--- src/hw/rtl/lle_pkg.sv ---
// ----------------------------------------------------------------------------
// lle_pkg
// Shared types and codes of the LAPDm link engine.
// ----------------------------------------------------------------------------
package lle_pkg;

  localparam int unsigned TIMER_BITS  = 16;
  localparam int unsigned MAX_RES     = 8;
  localparam int unsigned INQ_DEPTH   = 2;
  localparam int unsigned OUTQ_DEPTH  = 4;

  // link states
  localparam logic [2:0] ST_REL  = 3'd0;
  localparam logic [2:0] ST_AEST = 3'd1;
  localparam logic [2:0] ST_AREL = 3'd2;
  localparam logic [2:0] ST_EST  = 3'd3;
  localparam logic [2:0] ST_CONT = 3'd4;

  // input commands
  localparam logic [3:0] CMD_FRAME  = 4'd0;
  localparam logic [3:0] CMD_L1EST  = 4'd1;
  localparam logic [3:0] CMD_HO     = 4'd2;
  localparam logic [3:0] CMD_TICK   = 4'd3;
  localparam logic [3:0] CMD_ESTREQ = 4'd4;
  localparam logic [3:0] CMD_RELREQ = 4'd5;
  localparam logic [3:0] CMD_ERR    = 4'd6;
  localparam logic [3:0] CMD_HARD   = 4'd7;
  localparam logic [3:0] CMD_SEG    = 4'd8;

  // classified events
  localparam logic [3:0] EV_RX_I   = 4'd0;
  localparam logic [3:0] EV_RX_S   = 4'd1;
  localparam logic [3:0] EV_RX_U   = 4'd2;
  localparam logic [3:0] EV_L1EST  = 4'd3;
  localparam logic [3:0] EV_HO     = 4'd4;
  localparam logic [3:0] EV_TICK   = 4'd5;
  localparam logic [3:0] EV_ESTREQ = 4'd6;
  localparam logic [3:0] EV_RELREQ = 4'd7;
  localparam logic [3:0] EV_ERR    = 4'd8;
  localparam logic [3:0] EV_HARD   = 4'd9;
  localparam logic [3:0] EV_SEG    = 4'd10;

  localparam logic [1:0] FMT_I = 2'd0;
  localparam logic [1:0] FMT_S = 2'd1;
  localparam logic [1:0] FMT_U = 2'd2;

  localparam logic [2:0] U_SABM = 3'd0;
  localparam logic [2:0] U_DM   = 3'd1;
  localparam logic [2:0] U_UI   = 3'd2;
  localparam logic [2:0] U_DISC = 3'd3;
  localparam logic [2:0] U_UA   = 3'd4;

  localparam logic [1:0] S_RR  = 2'd0;
  localparam logic [1:0] S_REJ = 2'd1;

  localparam logic [2:0] ACT_SEND  = 3'd0;
  localparam logic [2:0] ACT_IND   = 3'd1;
  localparam logic [2:0] ACT_L1REL = 3'd2;
  localparam logic [2:0] ACT_L1ERR = 3'd3;
  localparam logic [2:0] ACT_IDLE  = 3'd4;
  localparam logic [2:0] ACT_RETX  = 3'd5;
  localparam logic [2:0] ACT_BUSY  = 3'd6;

  localparam logic [2:0] FT_I    = 3'd0;
  localparam logic [2:0] FT_RR   = 3'd1;
  localparam logic [2:0] FT_REJ  = 3'd2;
  localparam logic [2:0] FT_SABM = 3'd3;
  localparam logic [2:0] FT_DISC = 3'd4;
  localparam logic [2:0] FT_UA   = 3'd5;
  localparam logic [2:0] FT_DM   = 3'd6;
  localparam logic [2:0] FT_UI   = 3'd7;

  localparam logic [2:0] IND_EST  = 3'd0;
  localparam logic [2:0] IND_SEG  = 3'd1;
  localparam logic [2:0] IND_LAST = 3'd2;
  localparam logic [2:0] IND_UNIT = 3'd3;
  localparam logic [2:0] IND_REL  = 3'd4;
  localparam logic [2:0] IND_ERR  = 3'd5;
  localparam logic [2:0] IND_HO   = 3'd6;
  localparam logic [2:0] IND_HARD = 3'd7;

  localparam logic [2:0] CFG_SAPI    = 3'd0;
  localparam logic [2:0] CFG_SIDE    = 3'd1;
  localparam logic [2:0] CFG_T200    = 3'd2;
  localparam logic [2:0] CFG_N200    = 3'd3;
  localparam logic [2:0] CFG_N201    = 3'd4;

  typedef struct packed {
    logic [3:0]  code;
    logic [1:0]  s_kind;
    logic [2:0]  u_kind;
    logic        poll_final;
    logic        cr;
    logic [2:0]  ns;
    logic [2:0]  nr;
    logic        more;
    logic [5:0]  length;
    logic [15:0] payload_sum;
  } event_t;

  typedef struct packed {
    logic [2:0] action;
    logic [2:0] frame_type;
    logic       address_cr;
    logic       poll_final;
    logic [2:0] nr;
    logic [2:0] ns;
    logic [5:0] length;
    logic       more;
    logic       echo;
    logic [2:0] indication;
  } res_t;

  typedef struct packed {
    res_t       r;
    logic [2:0] link_state;
    logic       last;
  } out_t;

  typedef struct packed {
    res_t [MAX_RES-1:0] e;
    logic [3:0]         n;
  } list_t;

  typedef struct packed {
    logic [2:0]            sc;
    logic [2:0]            ac;
    logic [2:0]            rc;
    logic [7:0]            retry;
    logic [TIMER_BITS-1:0] tl;
    logic                  tr;
    logic                  sp;
  } cnt_t;

  function automatic res_t mk(logic [2:0] act, logic [2:0] ft, logic cr, logic pf,
                              logic [2:0] nr, logic [2:0] ns, logic [5:0] len,
                              logic more, logic echo, logic [2:0] ind);
    res_t r;
    r.action = act; r.frame_type = ft; r.address_cr = cr; r.poll_final = pf;
    r.nr = nr; r.ns = ns; r.length = len; r.more = more; r.echo = echo;
    r.indication = ind;
    return r;
  endfunction

  function automatic list_t push(list_t l, res_t r);
    list_t o;
    o = l;
    if (l.n < 4'(MAX_RES)) begin
      o.e[l.n[2:0]] = r;
      o.n = l.n + 4'd1;
    end
    return o;
  endfunction

endpackage

--- src/hw/rtl/lapdm_link_engine.sv ---
// ----------------------------------------------------------------------------
// lapdm_link_engine
// LAPDm data link engine, window size one, for one service access point.
// ----------------------------------------------------------------------------
// Usage:
//   Input side is a queue: drive the event fields and raise push; the item is
//   taken on an edge where full is low. Frame headers, layer 1 notices, ticks
//   and layer 3 requests all enter here; meaningless codes are dropped.
//   Result side is a queue too: while empty is low the oldest result sits on
//   the *_o ports; raise pop to take it. Each event yields zero to five
//   results, the final one marked by last_o.
//   Configuration goes over cfg_valid_i/cfg_index_i/cfg_data_i; cfg_ready_o
//   is always high. Write only while no event is in flight.
// Timing:
//   An event waits in the input queue until the state engine is free, which
//   then runs it and fills its result buffer; the results leave one per cycle
//   while the result queue is not full. The engine has a single result
//   buffer, so it takes no new event until the last result of the previous
//   one has left; an event without results does not hold it.
// Reset:
//   rst_ni clears the queues, the link state (released) and all counters and
//   loads the default configuration. A stalled receiver fills the result
//   queue, then the engine holds, then the input queue fills and full rises.
// ----------------------------------------------------------------------------
module lapdm_link_engine (
  input  logic        clk_i,
  input  logic        rst_ni,
  input  logic        push,
  output logic        full,
  input  logic [3:0]  command_i,
  input  logic [1:0]  frame_format_i,
  input  logic [2:0]  u_kind_i,
  input  logic [1:0]  s_kind_i,
  input  logic        poll_final_in_i,
  input  logic        cr_in_i,
  input  logic [2:0]  ns_in_i,
  input  logic [2:0]  nr_in_i,
  input  logic        more_in_i,
  input  logic [5:0]  length_in_i,
  input  logic [15:0] payload_sum_i,
  output logic        empty,
  input  logic        pop,
  output logic [2:0]  action_o,
  output logic [2:0]  frame_type_o,
  output logic        address_cr_o,
  output logic        poll_final_out_o,
  output logic [2:0]  nr_out_o,
  output logic [2:0]  ns_out_o,
  output logic [5:0]  length_out_o,
  output logic        more_out_o,
  output logic        echo_payload_o,
  output logic [2:0]  indication_o,
  output logic [2:0]  link_state_out_o,
  output logic        last_o,
  input  logic        cfg_valid_i,
  output logic        cfg_ready_o,
  input  logic [2:0]  cfg_index_i,
  input  logic [15:0] cfg_data_i
);

  lle_pkg::event_t ev;
  logic            ev_valid, ev_take;
  lle_pkg::out_t   res, head;
  logic            res_valid, res_full;

  // Registers are always writable.
  assign cfg_ready_o = 1'b1;

  // Front: classify and queue incoming events.
  lle_front u_front (
    .clk_i, .rst_ni, .push, .full,
    .command_i, .frame_format_i, .u_kind_i, .s_kind_i, .poll_final_in_i,
    .cr_in_i, .ns_in_i, .nr_in_i, .more_in_i, .length_in_i, .payload_sum_i,
    .ev_valid_o (ev_valid),
    .ev_o       (ev),
    .ev_take_i  (ev_take)
  );

  // Back: run the link state machine and hand out its result list.
  lle_back u_back (
    .clk_i, .rst_ni,
    .ev_valid_i  (ev_valid),
    .ev_i        (ev),
    .ev_take_o   (ev_take),
    .cfg_we_i    (cfg_valid_i),
    .cfg_index_i,
    .cfg_data_i,
    .res_valid_o (res_valid),
    .res_o       (res),
    .res_full_i  (res_full)
  );

  // Result queue decouples the engine from a stalling receiver.
  lle_outq u_outq (
    .clk_i, .rst_ni,
    .wr_i   (res_valid),
    .data_i (res),
    .full_o (res_full),
    .empty,
    .pop,
    .data_o (head)
  );

  assign action_o         = head.r.action;
  assign frame_type_o     = head.r.frame_type;
  assign address_cr_o     = head.r.address_cr;
  assign poll_final_out_o = head.r.poll_final;
  assign nr_out_o         = head.r.nr;
  assign ns_out_o         = head.r.ns;
  assign length_out_o     = head.r.length;
  assign more_out_o       = head.r.more;
  assign echo_payload_o   = head.r.echo;
  assign indication_o     = head.r.indication;
  assign link_state_out_o = head.link_state;
  assign last_o           = head.last;

endmodule

--- src/hw/rtl/lle_front.sv ---
// ----------------------------------------------------------------------------
// lle_front
// Accept input items, classify them into events, drop meaningless ones, queue.
// ----------------------------------------------------------------------------
module lle_front (
  input  logic             clk_i,
  input  logic             rst_ni,
  input  logic             push,
  output logic             full,
  input  logic [3:0]       command_i,
  input  logic [1:0]       frame_format_i,
  input  logic [2:0]       u_kind_i,
  input  logic [1:0]       s_kind_i,
  input  logic             poll_final_in_i,
  input  logic             cr_in_i,
  input  logic [2:0]       ns_in_i,
  input  logic [2:0]       nr_in_i,
  input  logic             more_in_i,
  input  logic [5:0]       length_in_i,
  input  logic [15:0]      payload_sum_i,
  output logic             ev_valid_o,
  output lle_pkg::event_t  ev_o,
  input  logic             ev_take_i
);

  lle_pkg::event_t q_mem [lle_pkg::INQ_DEPTH];
  logic            wp_q, wp_d, rp_q, rp_d;
  logic [1:0]      cnt_q, cnt_d;
  lle_pkg::event_t ev;
  logic            keep, wr;

  always_comb begin
    keep = 1'b1;
    ev.code = lle_pkg::EV_RX_I;
    case (command_i)
      lle_pkg::CMD_FRAME: begin
        case (frame_format_i)
          lle_pkg::FMT_I: ev.code = lle_pkg::EV_RX_I;
          lle_pkg::FMT_S: ev.code = lle_pkg::EV_RX_S;
          lle_pkg::FMT_U: ev.code = lle_pkg::EV_RX_U;
          default:        keep = 1'b0;
        endcase
      end
      lle_pkg::CMD_L1EST:  ev.code = lle_pkg::EV_L1EST;
      lle_pkg::CMD_HO:     ev.code = lle_pkg::EV_HO;
      lle_pkg::CMD_TICK:   ev.code = lle_pkg::EV_TICK;
      lle_pkg::CMD_ESTREQ: ev.code = lle_pkg::EV_ESTREQ;
      lle_pkg::CMD_RELREQ: ev.code = lle_pkg::EV_RELREQ;
      lle_pkg::CMD_ERR:    ev.code = lle_pkg::EV_ERR;
      lle_pkg::CMD_HARD:   ev.code = lle_pkg::EV_HARD;
      lle_pkg::CMD_SEG:    ev.code = lle_pkg::EV_SEG;
      default:             keep = 1'b0;
    endcase
    ev.s_kind      = s_kind_i;
    ev.u_kind      = u_kind_i;
    ev.poll_final  = poll_final_in_i;
    ev.cr          = cr_in_i;
    ev.ns          = ns_in_i;
    ev.nr          = nr_in_i;
    ev.more        = more_in_i;
    ev.length      = length_in_i;
    ev.payload_sum = payload_sum_i;
  end

  assign full       = (cnt_q == 2'(lle_pkg::INQ_DEPTH));
  assign wr         = push && !full && keep;
  assign ev_valid_o = (cnt_q != 2'd0);
  assign ev_o       = q_mem[rp_q];

  always_comb begin
    wp_d  = wp_q;
    rp_d  = rp_q;
    cnt_d = cnt_q;
    if (wr) begin
      wp_d  = ~wp_q;
      cnt_d = cnt_d + 2'd1;
    end
    if (ev_take_i && ev_valid_o) begin
      rp_d  = ~rp_q;
      cnt_d = cnt_d - 2'd1;
    end
  end

  always_ff @(posedge clk_i) begin
    if (wr) q_mem[wp_q] <= ev;
  end

  always_ff @(posedge clk_i or negedge rst_ni) begin
    if (!rst_ni) begin
      wp_q  <= 1'b0;
      rp_q  <= 1'b0;
      cnt_q <= 2'd0;
    end else begin
      wp_q  <= wp_d;
      rp_q  <= rp_d;
      cnt_q <= cnt_d;
    end
  end

endmodule

--- src/hw/rtl/lle_back.sv ---
// ----------------------------------------------------------------------------
// lle_back
// Link state machine: run one event, build its result list, drain it in order.
// ----------------------------------------------------------------------------
module lle_back (
  input  logic             clk_i,
  input  logic             rst_ni,
  input  logic             ev_valid_i,
  input  lle_pkg::event_t  ev_i,
  output logic             ev_take_o,
  input  logic             cfg_we_i,
  input  logic [2:0]       cfg_index_i,
  input  logic [15:0]      cfg_data_i,
  output logic             res_valid_o,
  output lle_pkg::out_t    res_o,
  input  logic             res_full_i
);

  localparam logic [lle_pkg::TIMER_BITS-1:0] TIMER_ONE = lle_pkg::TIMER_BITS'(1);

  // configuration
  logic [1:0]  sapi_q;
  logic        side_q;
  logic [15:0] t200_q;
  logic [7:0]  n200_q;
  logic [5:0]  n201_q;

  // link state
  logic [2:0]           ls_q, ls_d;
  logic                 est_q, est_d;
  logic [15:0]          cv_q, cv_d;
  lle_pkg::cnt_t        cn_q, cn_d;
  logic [15:0]          sh_q, sh_d;

  // result buffer
  lle_pkg::list_t       lst, lst_q;
  logic                 busy_q;
  logic [2:0]           idx_q;

  logic                 abn, rel;
  logic [2:0]           rind;
  logic [5:0]           seg_len;
  logic                 seg_more, sh_bit;
  logic [2:0]           sh_ft;
  logic                 rsp;

  assign ev_take_o = !busy_q && ev_valid_i;
  assign rsp       = ~side_q;
  assign sh_ft     = sh_q[2:0];
  assign sh_bit    = sh_q[15];

  always_comb begin
    ls_d  = ls_q;
    est_d = est_q;
    cv_d  = cv_q;
    cn_d  = cn_q;
    sh_d  = sh_q;
    lst   = '0;
    abn   = 1'b0;
    rel   = 1'b0;
    rind  = lle_pkg::IND_REL;
    seg_len  = ev_i.length;
    seg_more = ev_i.more;
    if (ev_take_o) begin
      case (ev_i.code)
        lle_pkg::EV_RX_I: begin
          est_d = 1'b0;
          if (ls_d == lle_pkg::ST_CONT) ls_d = lle_pkg::ST_EST;
          if (ls_d == lle_pkg::ST_EST) begin
            cn_d.ac = ev_i.nr;
            if (cn_d.ac == cn_d.sc) begin
              cn_d.retry = '0; cn_d.tr = 1'b0; cn_d.tl = '0;
            end
            if (ev_i.ns == cn_d.rc) begin
              cn_d.rc = cn_d.rc + 3'd1;
              cn_d.sp = ev_i.more;
              lst = lle_pkg::push(lst, lle_pkg::mk(lle_pkg::ACT_IND, 3'd0, 1'b0, 1'b0, 3'd0,
                3'd0, 6'd0, 1'b0, 1'b0, ev_i.more ? lle_pkg::IND_SEG : lle_pkg::IND_LAST));
              lst = lle_pkg::push(lst, lle_pkg::mk(lle_pkg::ACT_SEND, lle_pkg::FT_RR, rsp,
                ev_i.poll_final, cn_d.rc, 3'd0, 6'd0, 1'b0, 1'b0, 3'd0));
            end else begin
              lst = lle_pkg::push(lst, lle_pkg::mk(lle_pkg::ACT_SEND, lle_pkg::FT_REJ, rsp,
                ev_i.poll_final, cn_d.rc, 3'd0, 6'd0, 1'b0, 1'b0, 3'd0));
            end
          end
        end
        lle_pkg::EV_RX_S: begin
          est_d = 1'b0;
          if (ev_i.s_kind == lle_pkg::S_RR) begin
            if (ls_d == lle_pkg::ST_CONT) ls_d = lle_pkg::ST_EST;
            if (ls_d == lle_pkg::ST_EST) begin
              if (ev_i.cr == side_q && ev_i.poll_final)
                lst = lle_pkg::push(lst, lle_pkg::mk(lle_pkg::ACT_SEND, lle_pkg::FT_RR, rsp,
                  1'b1, cn_d.rc, 3'd0, 6'd0, 1'b0, 1'b0, 3'd0));
              cn_d.ac = ev_i.nr;
              if (cn_d.ac == cn_d.sc) begin
                cn_d.retry = '0; cn_d.tr = 1'b0; cn_d.tl = '0;
              end
            end
          end else if (ev_i.s_kind == lle_pkg::S_REJ) begin
            if (ls_d == lle_pkg::ST_CONT) ls_d = lle_pkg::ST_EST;
            if (ls_d == lle_pkg::ST_EST) begin
              cn_d.ac = ev_i.nr;
              if (cn_d.ac == cn_d.sc) begin
                cn_d.retry = '0; cn_d.tr = 1'b0; cn_d.tl = '0;
              end
              if (ev_i.poll_final) begin
                if (ev_i.cr != side_q)
                  lst = lle_pkg::push(lst, lle_pkg::mk(lle_pkg::ACT_SEND, lle_pkg::FT_RR, rsp,
                    1'b1, cn_d.rc, 3'd0, 6'd0, 1'b0, 1'b0, 3'd0));
                else abn = 1'b1;
              end
              if (!abn) lst = lle_pkg::push(lst, lle_pkg::mk(lle_pkg::ACT_IDLE, lle_pkg::FT_UI,
                side_q, 1'b0, 3'd0, 3'd0, 6'd0, 1'b0, 1'b0, 3'd0));
            end
            if (!abn) lst = lle_pkg::push(lst, lle_pkg::mk(lle_pkg::ACT_IDLE, lle_pkg::FT_UI,
              side_q, 1'b0, 3'd0, 3'd0, 6'd0, 1'b0, 1'b0, 3'd0));
          end else begin
            abn = 1'b1;
          end
        end
        lle_pkg::EV_RX_U: begin
          case (ev_i.u_kind)
            lle_pkg::U_SABM: begin
              if (ev_i.poll_final) begin
                case (ls_q)
                  lle_pkg::ST_REL: begin
                    cn_d  = '0;
                    est_d = 1'b1;
                    lst = lle_pkg::push(lst, lle_pkg::mk(lle_pkg::ACT_IND, 3'd0, 1'b0, 1'b0,
                      3'd0, 3'd0, 6'd0, 1'b0, 1'b0, lle_pkg::IND_EST));
                    if (ev_i.length != 6'd0) begin
                      ls_d = lle_pkg::ST_CONT;
                      cv_d = ev_i.payload_sum;
                      lst = lle_pkg::push(lst, lle_pkg::mk(lle_pkg::ACT_IND, 3'd0, 1'b0, 1'b0,
                        3'd0, 3'd0, 6'd0, 1'b0, 1'b0, lle_pkg::IND_LAST));
                      lst = lle_pkg::push(lst, lle_pkg::mk(lle_pkg::ACT_SEND, lle_pkg::FT_UA,
                        rsp, 1'b1, 3'd0, 3'd0, ev_i.length, 1'b0, 1'b1, 3'd0));
                    end else begin
                      ls_d = lle_pkg::ST_EST;
                      lst = lle_pkg::push(lst, lle_pkg::mk(lle_pkg::ACT_SEND, lle_pkg::FT_UA,
                        rsp, 1'b1, 3'd0, 3'd0, 6'd0, 1'b0, 1'b0, 3'd0));
                    end
                  end
                  lle_pkg::ST_CONT: begin
                    if (ev_i.payload_sum == cv_q) begin
                      ls_d = lle_pkg::ST_EST;
                      lst = lle_pkg::push(lst, lle_pkg::mk(lle_pkg::ACT_SEND, lle_pkg::FT_UA,
                        rsp, 1'b1, 3'd0, 3'd0, ev_i.length, 1'b0, ev_i.length != 6'd0, 3'd0));
                    end
                  end
                  lle_pkg::ST_AEST:
                    lst = lle_pkg::push(lst, lle_pkg::mk(lle_pkg::ACT_SEND, lle_pkg::FT_UA,
                      rsp, 1'b1, 3'd0, 3'd0, 6'd0, 1'b0, 1'b0, 3'd0));
                  lle_pkg::ST_AREL:
                    lst = lle_pkg::push(lst, lle_pkg::mk(lle_pkg::ACT_SEND, lle_pkg::FT_DM,
                      rsp, 1'b1, 3'd0, 3'd0, 6'd0, 1'b0, 1'b0, 3'd0));
                  default: begin
                    if (est_q) begin
                      lst = lle_pkg::push(lst, lle_pkg::mk(lle_pkg::ACT_SEND, lle_pkg::FT_UA,
                        rsp, 1'b1, 3'd0, 3'd0, ev_i.length, 1'b0, ev_i.length != 6'd0, 3'd0));
                    end else if (ev_i.length != 6'd0) begin
                      abn = 1'b1;
                    end else begin
                      lst = lle_pkg::push(lst, lle_pkg::mk(lle_pkg::ACT_SEND, lle_pkg::FT_UA,
                        rsp, 1'b1, 3'd0, 3'd0, 6'd0, 1'b0, 1'b0, 3'd0));
                      cn_d = '0;
                    end
                  end
                endcase
              end
            end
            lle_pkg::U_DM: begin
              if (ls_q != lle_pkg::ST_REL && ev_i.poll_final) begin
                cn_d = '0; rel = 1'b1;
              end
            end
            lle_pkg::U_UI: begin
              if (ev_i.length != 6'd0)
                lst = lle_pkg::push(lst, lle_pkg::mk(lle_pkg::ACT_IND, 3'd0, 1'b0, 1'b0,
                  3'd0, 3'd0, 6'd0, 1'b0, 1'b0, lle_pkg::IND_UNIT));
            end
            lle_pkg::U_DISC: begin
              est_d = 1'b0;
              if (ls_q == lle_pkg::ST_AEST) begin
                cn_d = '0; rel = 1'b1;
              end else if (ls_q == lle_pkg::ST_REL) begin
                lst = lle_pkg::push(lst, lle_pkg::mk(lle_pkg::ACT_SEND, lle_pkg::FT_DM, rsp,
                  ev_i.poll_final, 3'd0, 3'd0, 6'd0, 1'b0, 1'b0, 3'd0));
                cn_d = '0; rel = 1'b1;
              end else begin
                lst = lle_pkg::push(lst, lle_pkg::mk(lle_pkg::ACT_SEND, lle_pkg::FT_UA, rsp,
                  ev_i.poll_final, 3'd0, 3'd0, 6'd0, 1'b0, 1'b0, 3'd0));
                if (ls_q != lle_pkg::ST_AREL) begin
                  cn_d = '0; rel = 1'b1;
                end
              end
            end
            lle_pkg::U_UA: begin
              if (!ev_i.poll_final) begin
                abn = 1'b1;
              end else if (ls_q == lle_pkg::ST_AEST) begin
                cn_d = '0;
                ls_d = lle_pkg::ST_EST;
                lst = lle_pkg::push(lst, lle_pkg::mk(lle_pkg::ACT_IND, 3'd0, 1'b0, 1'b0,
                  3'd0, 3'd0, 6'd0, 1'b0, 1'b0, lle_pkg::IND_EST));
              end else if (ls_q == lle_pkg::ST_AREL) begin
                cn_d = '0; rel = 1'b1;
              end else if (ls_q != lle_pkg::ST_EST) begin
                abn = 1'b1;
              end
            end
            default: abn = 1'b1;
          endcase
        end
        lle_pkg::EV_L1EST: cn_d = '0;
        lle_pkg::EV_HO:
          lst = lle_pkg::push(lst, lle_pkg::mk(lle_pkg::ACT_IND, 3'd0, 1'b0, 1'b0,
            3'd0, 3'd0, 6'd0, 1'b0, 1'b0, lle_pkg::IND_HO));
        lle_pkg::EV_TICK: begin
          if (cn_q.tr) begin
            if (cn_q.tl <= TIMER_ONE) begin
              cn_d.tr = 1'b0;
              cn_d.tl = '0;
              if (ls_q == lle_pkg::ST_AREL) begin
                rel = 1'b1;
              end else if (ls_q == lle_pkg::ST_CONT || ls_q == lle_pkg::ST_EST ||
                           ls_q == lle_pkg::ST_AEST) begin
                if (cn_q.retry > n200_q) begin
                  abn = 1'b1;
                end else begin
                  if (cn_q.retry != 8'hFF) cn_d.retry = cn_q.retry + 8'd1;
                  lst = lle_pkg::push(lst, lle_pkg::mk(lle_pkg::ACT_RETX, sh_ft, side_q,
                    (sh_ft == lle_pkg::FT_I) ? 1'b0 : sh_bit, sh_q[5:3], sh_q[8:6],
                    sh_q[14:9], (sh_ft == lle_pkg::FT_I) ? sh_bit : 1'b0, 1'b0, 3'd0));
                  cn_d.tl = t200_q[lle_pkg::TIMER_BITS-1:0];
                  cn_d.tr = 1'b1;
                end
              end
            end else begin
              cn_d.tl = cn_q.tl - TIMER_ONE;
            end
          end
        end
        lle_pkg::EV_ESTREQ: begin
          if (ls_q != lle_pkg::ST_EST) begin
            cn_d = '0;
            ls_d = lle_pkg::ST_AEST;
            sh_d = {1'b1, 6'd0, 3'd0, 3'd0, lle_pkg::FT_SABM};
            lst = lle_pkg::push(lst, lle_pkg::mk(lle_pkg::ACT_SEND, lle_pkg::FT_SABM, side_q,
              1'b1, 3'd0, 3'd0, 6'd0, 1'b0, 1'b0, 3'd0));
            cn_d.tl = t200_q[lle_pkg::TIMER_BITS-1:0];
            cn_d.tr = 1'b1;
          end
        end
        lle_pkg::EV_RELREQ: begin
          if (ls_q != lle_pkg::ST_REL) begin
            cn_d  = '0;
            est_d = 1'b0;
            ls_d  = lle_pkg::ST_AREL;
            sh_d  = {1'b1, 6'd0, 3'd0, 3'd0, lle_pkg::FT_DISC};
            lst = lle_pkg::push(lst, lle_pkg::mk(lle_pkg::ACT_SEND, lle_pkg::FT_DISC, side_q,
              1'b1, 3'd0, 3'd0, 6'd0, 1'b0, 1'b0, 3'd0));
            cn_d.tl = t200_q[lle_pkg::TIMER_BITS-1:0];
            cn_d.tr = 1'b1;
          end
        end
        lle_pkg::EV_ERR: abn = 1'b1;
        lle_pkg::EV_HARD: begin
          cn_d = '0; rel = 1'b1; rind = lle_pkg::IND_HARD;
        end
        lle_pkg::EV_SEG: begin
          if (ls_q == lle_pkg::ST_REL) begin
            abn = 1'b1;
          end else if ((ls_q != lle_pkg::ST_EST && ls_q != lle_pkg::ST_CONT) ||
                       cn_q.sc != cn_q.ac) begin
            lst = lle_pkg::push(lst, lle_pkg::mk(lle_pkg::ACT_BUSY, 3'd0, 1'b0, 1'b0,
              3'd0, 3'd0, 6'd0, 1'b0, 1'b0, 3'd0));
          end else begin
            if (ev_i.length > n201_q) begin
              seg_len  = n201_q;
              seg_more = 1'b1;
            end
            cn_d.sc = cn_q.sc + 3'd1;
            sh_d = {seg_more, seg_len, cn_q.sc, cn_q.rc, lle_pkg::FT_I};
            lst = lle_pkg::push(lst, lle_pkg::mk(lle_pkg::ACT_SEND, lle_pkg::FT_I, side_q,
              1'b0, cn_q.rc, cn_q.sc, seg_len, seg_more, 1'b0, 3'd0));
            cn_d.tl = t200_q[lle_pkg::TIMER_BITS-1:0];
            cn_d.tr = 1'b1;
          end
        end
        default: ;
      endcase

      // abnormal release: error, DM F=1, L1 error, then a full release
      if (abn) begin
        lst = lle_pkg::push(lst, lle_pkg::mk(lle_pkg::ACT_IND, 3'd0, 1'b0, 1'b0,
          3'd0, 3'd0, 6'd0, 1'b0, 1'b0, lle_pkg::IND_ERR));
        lst = lle_pkg::push(lst, lle_pkg::mk(lle_pkg::ACT_SEND, lle_pkg::FT_DM, rsp,
          1'b1, 3'd0, 3'd0, 6'd0, 1'b0, 1'b0, 3'd0));
        lst = lle_pkg::push(lst, lle_pkg::mk(lle_pkg::ACT_L1ERR, 3'd0, 1'b0, 1'b0,
          3'd0, 3'd0, 6'd0, 1'b0, 1'b0, 3'd0));
        cn_d = '0;
        rel  = 1'b1;
      end
      if (rel) begin
        ls_d  = lle_pkg::ST_REL;
        est_d = 1'b0;
        if (sapi_q == 2'd0)
          lst = lle_pkg::push(lst, lle_pkg::mk(lle_pkg::ACT_L1REL, 3'd0, 1'b0, 1'b0,
            3'd0, 3'd0, 6'd0, 1'b0, 1'b0, rind));
        lst = lle_pkg::push(lst, lle_pkg::mk(lle_pkg::ACT_IND, 3'd0, 1'b0, 1'b0,
          3'd0, 3'd0, 6'd0, 1'b0, 1'b0, rind));
      end
    end
  end

  logic res_last;
  assign res_last         = ({1'b0, idx_q} + 4'd1) == lst_q.n;
  assign res_valid_o      = busy_q && !res_full_i;
  assign res_o.r          = lst_q.e[idx_q];
  assign res_o.link_state = ls_q;
  assign res_o.last       = res_last;

  always_ff @(posedge clk_i) begin
    if (ev_take_o) begin
      lst_q <= lst;
      sh_q  <= sh_d;
      cv_q  <= cv_d;
    end
  end

  always_ff @(posedge clk_i or negedge rst_ni) begin
    if (!rst_ni) begin
      sapi_q <= 2'd0;
      side_q <= 1'b0;
      t200_q <= 16'd900;
      n200_q <= 8'd23;
      n201_q <= 6'd20;
      ls_q   <= lle_pkg::ST_REL;
      est_q  <= 1'b0;
      cn_q   <= '0;
      busy_q <= 1'b0;
      idx_q  <= 3'd0;
    end else begin
      if (cfg_we_i) begin
        case (cfg_index_i)
          lle_pkg::CFG_SAPI: sapi_q <= cfg_data_i[1:0];
          lle_pkg::CFG_SIDE: side_q <= cfg_data_i[0];
          lle_pkg::CFG_T200: t200_q <= cfg_data_i;
          lle_pkg::CFG_N200: n200_q <= cfg_data_i[7:0];
          lle_pkg::CFG_N201: n201_q <= cfg_data_i[5:0];
          default: ;
        endcase
      end
      if (ev_take_o) begin
        ls_q   <= ls_d;
        est_q  <= est_d;
        cn_q   <= cn_d;
        busy_q <= (lst.n != 4'd0);
        idx_q  <= 3'd0;
      end else if (res_valid_o) begin
        // advance through the buffered list, drop busy after the last entry
        idx_q <= idx_q + 3'd1;
        if (res_last) busy_q <= 1'b0;
      end
    end
  end

endmodule

--- src/hw/rtl/lle_outq.sv ---
// ----------------------------------------------------------------------------
// lle_outq
// Result queue toward the receiver: push from the engine, pop by the user.
// ----------------------------------------------------------------------------
module lle_outq (
  input  logic           clk_i,
  input  logic           rst_ni,
  input  logic           wr_i,
  input  lle_pkg::out_t  data_i,
  output logic           full_o,
  output logic           empty,
  input  logic           pop,
  output lle_pkg::out_t  data_o
);

  lle_pkg::out_t mem [lle_pkg::OUTQ_DEPTH];
  logic [1:0]    wp_q, rp_q;
  logic [2:0]    cnt_q, cnt_d;
  logic          rd;

  assign full_o = (cnt_q == 3'(lle_pkg::OUTQ_DEPTH));
  assign empty  = (cnt_q == 3'd0);
  assign rd     = pop && !empty;
  assign data_o = mem[rp_q];

  always_comb begin
    cnt_d = cnt_q;
    if (wr_i) cnt_d = cnt_d + 3'd1;
    if (rd)   cnt_d = cnt_d - 3'd1;
  end

  always_ff @(posedge clk_i) begin
    if (wr_i) mem[wp_q] <= data_i;
  end

  always_ff @(posedge clk_i or negedge rst_ni) begin
    if (!rst_ni) begin
      wp_q  <= 2'd0;
      rp_q  <= 2'd0;
      cnt_q <= 3'd0;
    end else begin
      if (wr_i) wp_q <= wp_q + 2'd1;
      if (rd)   rp_q <= rp_q + 2'd1;
      cnt_q <= cnt_d;
    end
  end

endmodule

--- config.mk ---
export PLATFORM = sky130hd
export DESIGN_NAME = lapdm_link_engine
export DESIGN_NICKNAME = d
export VERILOG_FILES = /design/src/hw/rtl/lle_pkg.sv /design/src/hw/rtl/lapdm_link_engine.sv /design/src/hw/rtl/lle_front.sv /design/src/hw/rtl/lle_back.sv /design/src/hw/rtl/lle_outq.sv
export SDC_FILE = /design/constraint.sdc
export NUM_CORES = 1
export LEC_CHECK = 0
export ABC_AREA = 1
export ABC_CLOCK_PERIOD_IN_PS = 5200
export BUFFER_PORTS_ARGS = -buffer_cell sky130_fd_sc_hd__buf_2
export CAP_MARGIN = 10
export CORE_ASPECT_RATIO = 2
export CORE_MARGIN = 3
export CORE_UTILIZATION = 55
export CTS_BUF_LIST = sky130_fd_sc_hd__clkbuf_8
export CTS_CLUSTER_SIZE = 14
export DETAILED_ROUTE_END_ITERATION = 12
export PLACE_DENSITY_LB_ADDON = 0.3
export SYNTH_ARGS = -nofsm -noshare
export SYNTH_HDL_FRONTEND = slang
export SYNTH_SLANG_ARGS = --single-unit
--- constraint.sdc ---
create_clock -name clk_i -period 5.2 [get_ports clk_i]
set_input_delay 0.52 -clock clk_i [delete_from_list [all_inputs] [get_ports clk_i]]
set_output_delay 0.52 -clock clk_i [all_outputs]
set_load 0.05 [all_outputs]
=== Yosys cells after proc, flatten, opt, wreduce, memory -nomap -nowiden ===
Memory sizes are Yosys's and may differ from the RTL's.
Index checks and enable logic that the tools add are counted.

* $add $sub $neg: 22
* Multiply operators: 0
* Div/mod/pow operators: 0
* Magnitude comparators: 34
* Equality and inequality tests: 88
* Shift operators: 0
* Mux-type cells: 257
* Bitwise operators: 12
* Reduce and logical (&&, ||, !) cells: 73

{| class="wikitable"
|+ Operators by type and width
! operator !! number
|-
| 204-bit two-way mux || 56
|-
| 204-bit one-hot mux with 4 select lines || 2
|-
| 204-bit one-hot mux with 8 select lines || 1
|-
| 200-bit bitwise mux || 8
|-
| 25-bit demux with 3-bit select || 10
|-
| 25-bit two-way mux || 22
|-
| 35-bit two-way mux || 13
|-
| 184-bit inverter || 2
|-
| 29-bit two-way mux || 11
|-
| 184-bit bitwise AND || 1
|-
| 23-bit by 184-bit bitwise AND with 184-bit output || 1
|-
| 176-bit bitwise AND || 1
|-
| 176-bit inverter || 1
|-
| 35-bit one-hot mux with 4 select lines || 1
|-
| 17-bit one-hot mux with 8 select lines || 1
|-
| 3-bit two-way mux || 32
|-
| 16-bit two-way mux || 5
|-
| 26-bit two-way mux || 3
|-
| 25-bit binary-select mux with 3-bit select || 1
|-
| 35-bit one-hot mux with 2 select lines || 1
|-
| 1-bit two-way mux || 57
|-
| 8-bit one-hot mux with 7 select lines || 1
|-
| 27-bit two-way mux || 2
|-
| 24-bit two-way mux || 2
|-
| other kinds (88) || 251
|}

* Register bits: 322
* Latch bits: 0
* Bits in writable memories: 196
* Bits in read-only memories: 0
* Input port bits: 66
* Output and inout port bits: 32
* Memories: 2

{| class="wikitable"
|+ Memory list
! memory !! depth !! width !! read ports !! clocked after memory_dff !! write ports !! line !! RTL
|-
| u_outq.mem || 4 || 29 || 1 || 0 || 1 || lle_outq.sv:16 || <nowiki>lle_pkg::out_t mem [lle_pkg::OUTQ_DEPTH];</nowiki>
|-
| u_front.q_mem || 2 || 40 || 1 || 0 || 1 || lle_front.sv:26 || <nowiki>lle_pkg::event_t q_mem [lle_pkg::INQ_DEPTH];</nowiki>
|}

=== Depth between registers and ports, before layout ===
* Word-level depth: 80
* Depth in mapped cells: 34
* Depth with buffers taken out: 32

=== By module ===
A second synthesis with hierarchy kept.

* Cell total of the unflattened synthesis: 2,231
* Area, all modules: 20,703.6 um^2

{| class="wikitable"
|+ Modules (own cells, without submodules)
! module !! instances !! cells an instance !! area each (um^2)
|-
| lle_back || 1 || 1,590 || 12,475.7
|-
| lle_outq || 1 || 373 || 4,929.7
|-
| lle_front || 1 || 266 || 3,286.9
|-
| lapdm_link_engine || 1 || 2 || 11.3
|}

=== Worst setup path after synthesis ===
Ideal clock, no wire load.

* Path kind: flip-flop to flip-flop
* Start: register u_front.cnt_q[0]
* End: register u_back.lst_q[59] (netlist name), data pin
* Setup time: 163 ps
* Arrival: 4,443 ps
* Setup slack: 594 ps
* Cell stages (with the launch flop): 7
* Path buffers: 1
* Path through: dfrtp_1 > inv_1 > ha_1 > nor2_1 > clkbuf_1 > nand4_1 > nor2_1

* Longest elaborated chain between the ends: 2

{| class="wikitable"
|+ RTL lines
! element !! line !! RTL
|-
| start, declared || lle_front.sv:28 || <nowiki>logic [1:0] cnt_q, cnt_d;</nowiki>
|-
| start signal, assigned || lle_front.sv:96 || <nowiki>cnt_q <= cnt_d;</nowiki>
|-
| 2-bit nonzero test || lle_front.sv:67 || <nowiki>assign ev_valid_o = (cnt_q != 2'd0);</nowiki>
|-
| 1-bit logical AND || lle_back.sv:47 || <nowiki>assign ev_take_o = !busy_q && ev_valid_i;</nowiki>
|-
| named net ev_take || lapdm_link_engine.sv:62 || <nowiki>logic ev_valid, ev_take;</nowiki>
|-
| end signal, assigned || lle_back.sv:327 || <nowiki>lst_q <= lst;</nowiki>
|-
| end, declared || lle_back.sv:36 || <nowiki>lle_pkg::list_t lst, lst_q;</nowiki>
|}

The timed path passes the listed nets, and every way through them passes these cells.
A chain may end at the register's enable or synchronous reset.

=== Worst setup path in the final report ===
* Start: register u_front.rp_q
* End: register u_back.busy_q

* Longest elaborated chain between the ends: 47

{| class="wikitable"
|+ RTL lines
! element !! line !! RTL
|-
| start, declared || lle_front.sv:27 || <nowiki>logic wp_q, wp_d, rp_q, rp_d;</nowiki>
|-
| start signal, assigned || lle_front.sv:95 || <nowiki>rp_q <= rp_d;</nowiki>
|-
| memory 2 x 40 bit (*) || - ||
|-
| 1-bit inequality test || lle_back.sv:108 || <nowiki>if (ev_i.cr != side_q)</nowiki>
|-
| 24-bit two-way mux || lle_back.sv:108 ||
|-
| 204-bit two-way mux || lle_back.sv:107 || <nowiki>if (ev_i.poll_final) begin</nowiki>
|-
| 204-bit two-way mux || lle_back.sv:102 || <nowiki>if (ls_d == lle_pkg::ST_EST) begin</nowiki>
|-
| 204-bit two-way mux || lle_back.sv:100 || <nowiki>end else if (ev_i.s_kind == lle_pkg::S_REJ) begin</nowiki>
|-
| 204-bit two-way mux || lle_back.sv:89 || <nowiki>if (ev_i.s_kind == lle_pkg::S_RR) begin</nowiki>
|-
| 204-bit two-way mux || lle_back.sv:65 || <nowiki>case (ev_i.code)</nowiki>
|-
| (+31 left out) || - ||
|-
| 204-bit two-way mux || lle_back.sv:306 || <nowiki>if (rel) begin</nowiki>
|-
| 204-bit two-way mux || lle_back.sv:64 || <nowiki>if (ev_take_o) begin</nowiki>
|-
| 4-bit by 1-bit adder with 4-bit output / 4-bit less-than comparator (equally long branches) || lle_pkg.sv:150, lle_pkg.sv:148 ||
|-
| 204-bit two-way mux || lle_pkg.sv:148 || <nowiki>if (l.n < 4'(MAX_RES)) begin</nowiki>
|-
| 204-bit two-way mux (*) || lle_back.sv:306 ||
|-
| 4-bit two-way mux (*) || lle_back.sv:64 ||
|-
| 4-bit nonzero test (*) || lle_back.sv:360 || <nowiki>busy_q <= (lst.n != 4'd0);</nowiki>
|-
| 1-bit two-way mux (*) || lle_back.sv:356 || <nowiki>if (ev_take_o) begin</nowiki>
|-
| end signal, assigned || lle_back.sv:360 ||
|-
| end, declared || lle_back.sv:37 || <nowiki>logic busy_q;</nowiki>
|}

Mark *: on every way between the ends. The rest lies on a longest branch, timed or not. The select of a mux whose other input is x is not followed.

==> impl_metrics.ini <==
[setup_path]
reg2reg_slack_ns = 0.26
worst-path-max-fanout = 45
nature_of_the_critical_path_startpoint = flip-flop
worst_setup_path_end_kind = flip-flop
reg2reg_depth = 27
cell_mode_on_critical_path = sky130_fd_sc_hd__nand2_1
reg2reg_from = u_front.rp_q
worst_setup_path_type = reg -> reg
worst-endpoint-required_ns = 5.70
critPathSlowestCell = sky130_fd_sc_hd__dfrtp_2
critical-path-max-stage-delay_ns = 0.45
worstPathArrival_ns = 5.44
timing.rr.end = u_back.busy_q

[place]
place.gp.congestion = 0.951
dpl-instance-area_um2 = 21300
place_hpwl_um = 39700
buffer_ports.inserted = 96

[global_routing]
global_route_wire_length_before_repair_um = 82700
track_usage_pct = 27.1
maximum_number_of_pins_on_one_net_before_global_route_repair = 66
globalRoute.totalOverflow = 0
grt_pass1_vias = 15406
grt_antenna_before_repair = 1

[pwr]
power_report.internal_total_mw = 7.89
netSwitchingFraction_pct = 46.0
irDropWorstVdd_mv = 0.563
power.share.sequential_pct = 36.0
total_leakage_power_nw = 9.23
netSwitchingPower_mw = 6.71
pwr_density_cell_nw_per_um2 = 651
share_clk_of_total_power_pct = 16.7
design_power_total_mw = 14.6
power.combinational.fraction_pct = 47.2

[drt]
drtPass1Iterations = 5
total_via_count_after_detailed_routing = 15224
routed_via_density = 5.65
detail_route.drc_violations = 0
final_antenna_net_count = 0
routed_wl_um = 53400
first_iter_violations = 792
routed_length_per_placed_instance_um = 19.8

[sta]
finalHoldWorstSlack_ns = 0.0940
final_hold_viol_count = 0
min_period_ns = 4.94
timing.final.setup_violations = 0
worstMarginPinSlew_ns = 1.14
finClkSkew_ns = 0.0231
timing.final.max_slew_violations = 0
grt_setup_unrepaired = false
final_cycle_utilization_of_the_critical_path_pct = 95.1
max_freq_mhz = 202
timing.setup.tns_ns = 0
worst_slew_margin_rel_pct = 23.7

[clock_network]
clkTransAtPathRegs_ns = 0.07
tritoncts = built
cts-buffers-inserted = 54
ctsHtreeMaxLevel = 2
root_buffer = sky130_fd_sc_hd__clkbuf_8
insertion_delay_ns = 0.62
post-cts-setup-buffers = 0
clock-sinks = 411
cts.path.max_buffers = 3

[logic_synthesis]
yosysWarningCount = 0
post_synth_num_cell_types = 75
synth_async_reset_ratio_pct = 20.9
synthesis.instances = 2071
ys.flop_type = sky130_fd_sc_hd__edfxtp_1
post_synth_instance_area_um2 = 20200
number_of_enable_flip_flop_cells_after_synthesis = 325
synth_sequential_area_ratio_pct = 58.9
postSynthRegisterBits = 411
synthesis.area_per_instance_um2 = 9.77

[floorplanning]
pin_count = 98
dieArea_um2 = 39300
die-width_um = 142
core_area_um2 = 36000
die_height_um = 277
rows = 98
initial_utilization_pct = 56.1

[cells_and_area]
synthToLayoutAreaGrowth_pct = 10.9
finish.net_count = 2300
finish.instance_area_um2 = 22400
drive_above_1_share_pct = 15.1

[hold_path]
timing.hold.worst.start = payload_sum_i[4]
holdPathEnd = u_front.q_mem[1][4]
hold_class = in -> reg
holdPathStages = 1

[status]
run_status = finished clean

[flow_run]
max_cap_violations = 0
-- cell usage after synthesis (17+ instances only) --
master                     instances  area share (%)
sky130_fd_sc_hd__nand2_1         368             6.8
sky130_fd_sc_hd__edfxtp_1        325              48
sky130_fd_sc_hd__nor2_1          317             5.9
sky130_fd_sc_hd__inv_1           206             3.8
sky130_fd_sc_hd__o21ai_0         180             4.5
sky130_fd_sc_hd__nand3_1          80             2.0
sky130_fd_sc_hd__dfrtp_1          76             9.4
sky130_fd_sc_hd__a21oi_1          69             1.7
sky130_fd_sc_hd__clkbuf_1         51            0.95
sky130_fd_sc_hd__o22ai_1          42             1.3
sky130_fd_sc_hd__nor3_1           40            0.99
sky130_fd_sc_hd__ha_1             35             2.2
sky130_fd_sc_hd__xor2_1           26             1.1
sky130_fd_sc_hd__nand2_2          19            0.59
sky130_fd_sc_hd__nand4_1          17            0.53
-- cell type report --
| cell class | instances | area (um2) |
|---|---|---|
| flip-flops and latches | 411 | 11900 |
| multi-input cells | 1373 | 7190 |
| inverters | 225 | 850 |
| diodes | 1 | 2.50 |
| well taps | 450 | 563 |
| fillers | 3061 | 13600 |
| repair buffers | 134 | 796 |
| clock buffers | 58 | 798 |
| clock inverters | 44 | 312 |
-- what timing repair did --
item / in CTS / in global routing
hold endpoints to repair: 21 / 0
gates resized for setup: 0 / 8
setup endpoints to repair: 0 / 20
hold buffers: 1 / 0
-- per-layer routing --
| metal | GRT usage [%] | routed length (um) |
|---|---|---|
| met3 | 3.82 | 2220 |
| met5 | 0 | 0 |
| met2 | 50.4 | 28800 |
| met4 | 18.8 | 4320 |
| met1 | 26.8 | 18100 |
-- logic make-up after synthesis --
logic type / synth area share, %
buf+inv: 6.03
flops: 58.9
other cells: 0.0371
xor+xnor: 1.47
mux: 0.495
fa+ha+maj: 2.16
compound gates: 11.0
simple gates: 19.9
-- cells in the final DEF (no fill, tap or decap), drive strengths merged, types with 43 or more instances in the layout --
master,n
nor3,43
clkbuf,58
nand2,394
buf,133
o21ai,193
inv,239
edfxtp,325
nor2,342
a21oi,70
nand3,87
dfrtp,76
-- power groups by stage --
stage	Clock, mW	Sequential (mW)	Combinational (mW)
floorplan	0	5.20	4.98
global placement	0	5.26	6.69
detailed placement	0	5.31	6.86
CTS	2.50	5.25	6.88
global route	2.65	5.33	7.54
finish	2.44	5.26	6.90
-- flip-flops by register name, indices dropped and copies added (netlist names), 2 cells and up --
signal,cells
u_outq.mem,116
u_back.cn_q,34
u_back.ls_q,3
u_outq.cnt_q,3
u_back.cv_q,16
u_outq.wp_q,2
u_back.sapi_q,2
u_back.t200_q,16
u_back.lst_q,98
u_back.idx_q,3
u_front.q_mem,80
u_front.cnt_q,2
u_outq.rp_q,2
u_back.n201_q,6
u_back.sh_q,15
u_back.n200_q,8
-- per-stage QoR --
stage / setup slack, ns / cells / util [%]
3_3_place_gp: 0.310 / 2592 / 59.1
6_report: 0.257 / 2696 / 62.2
4_1_cts: 0.217 / 2695 / 62.2
3_5_place_dp: 0.230 / 2592 / 59.1
2_1_floorplan: 0.594 / 2081 / -
5_1_grt: 0.00104 / 2696 / 62.2
-- worst max path at each step --
stage / start / endpoint / slack, ns
final: u_front.rp_q / u_back.busy_q / 0.26
after global routing: u_front.rp_q / u_back.busy_q / 0.001
after CTS: u_front.rp_q / u_back.busy_q / 0.22
after detailed placement: u_front.rp_q / u_back.busy_q / 0.23
after global placement: u_front.rp_q / u_back.busy_q / 0.31
after floorplan: u_front.cnt_q[0] / u_back.lst_q[59] / 0.59
-- worst max-delay path: cells and delay by family (launching register included) --
family,cells,cell delay [ns]
AOI/OAI and AO/OA,3,0.51
DFF,1,0.45
and+or+nand+nor,17,2.45
buffers and inverters,4,0.47
adders and majority gates,3,0.93
Power figures use the tool's default switching activity.
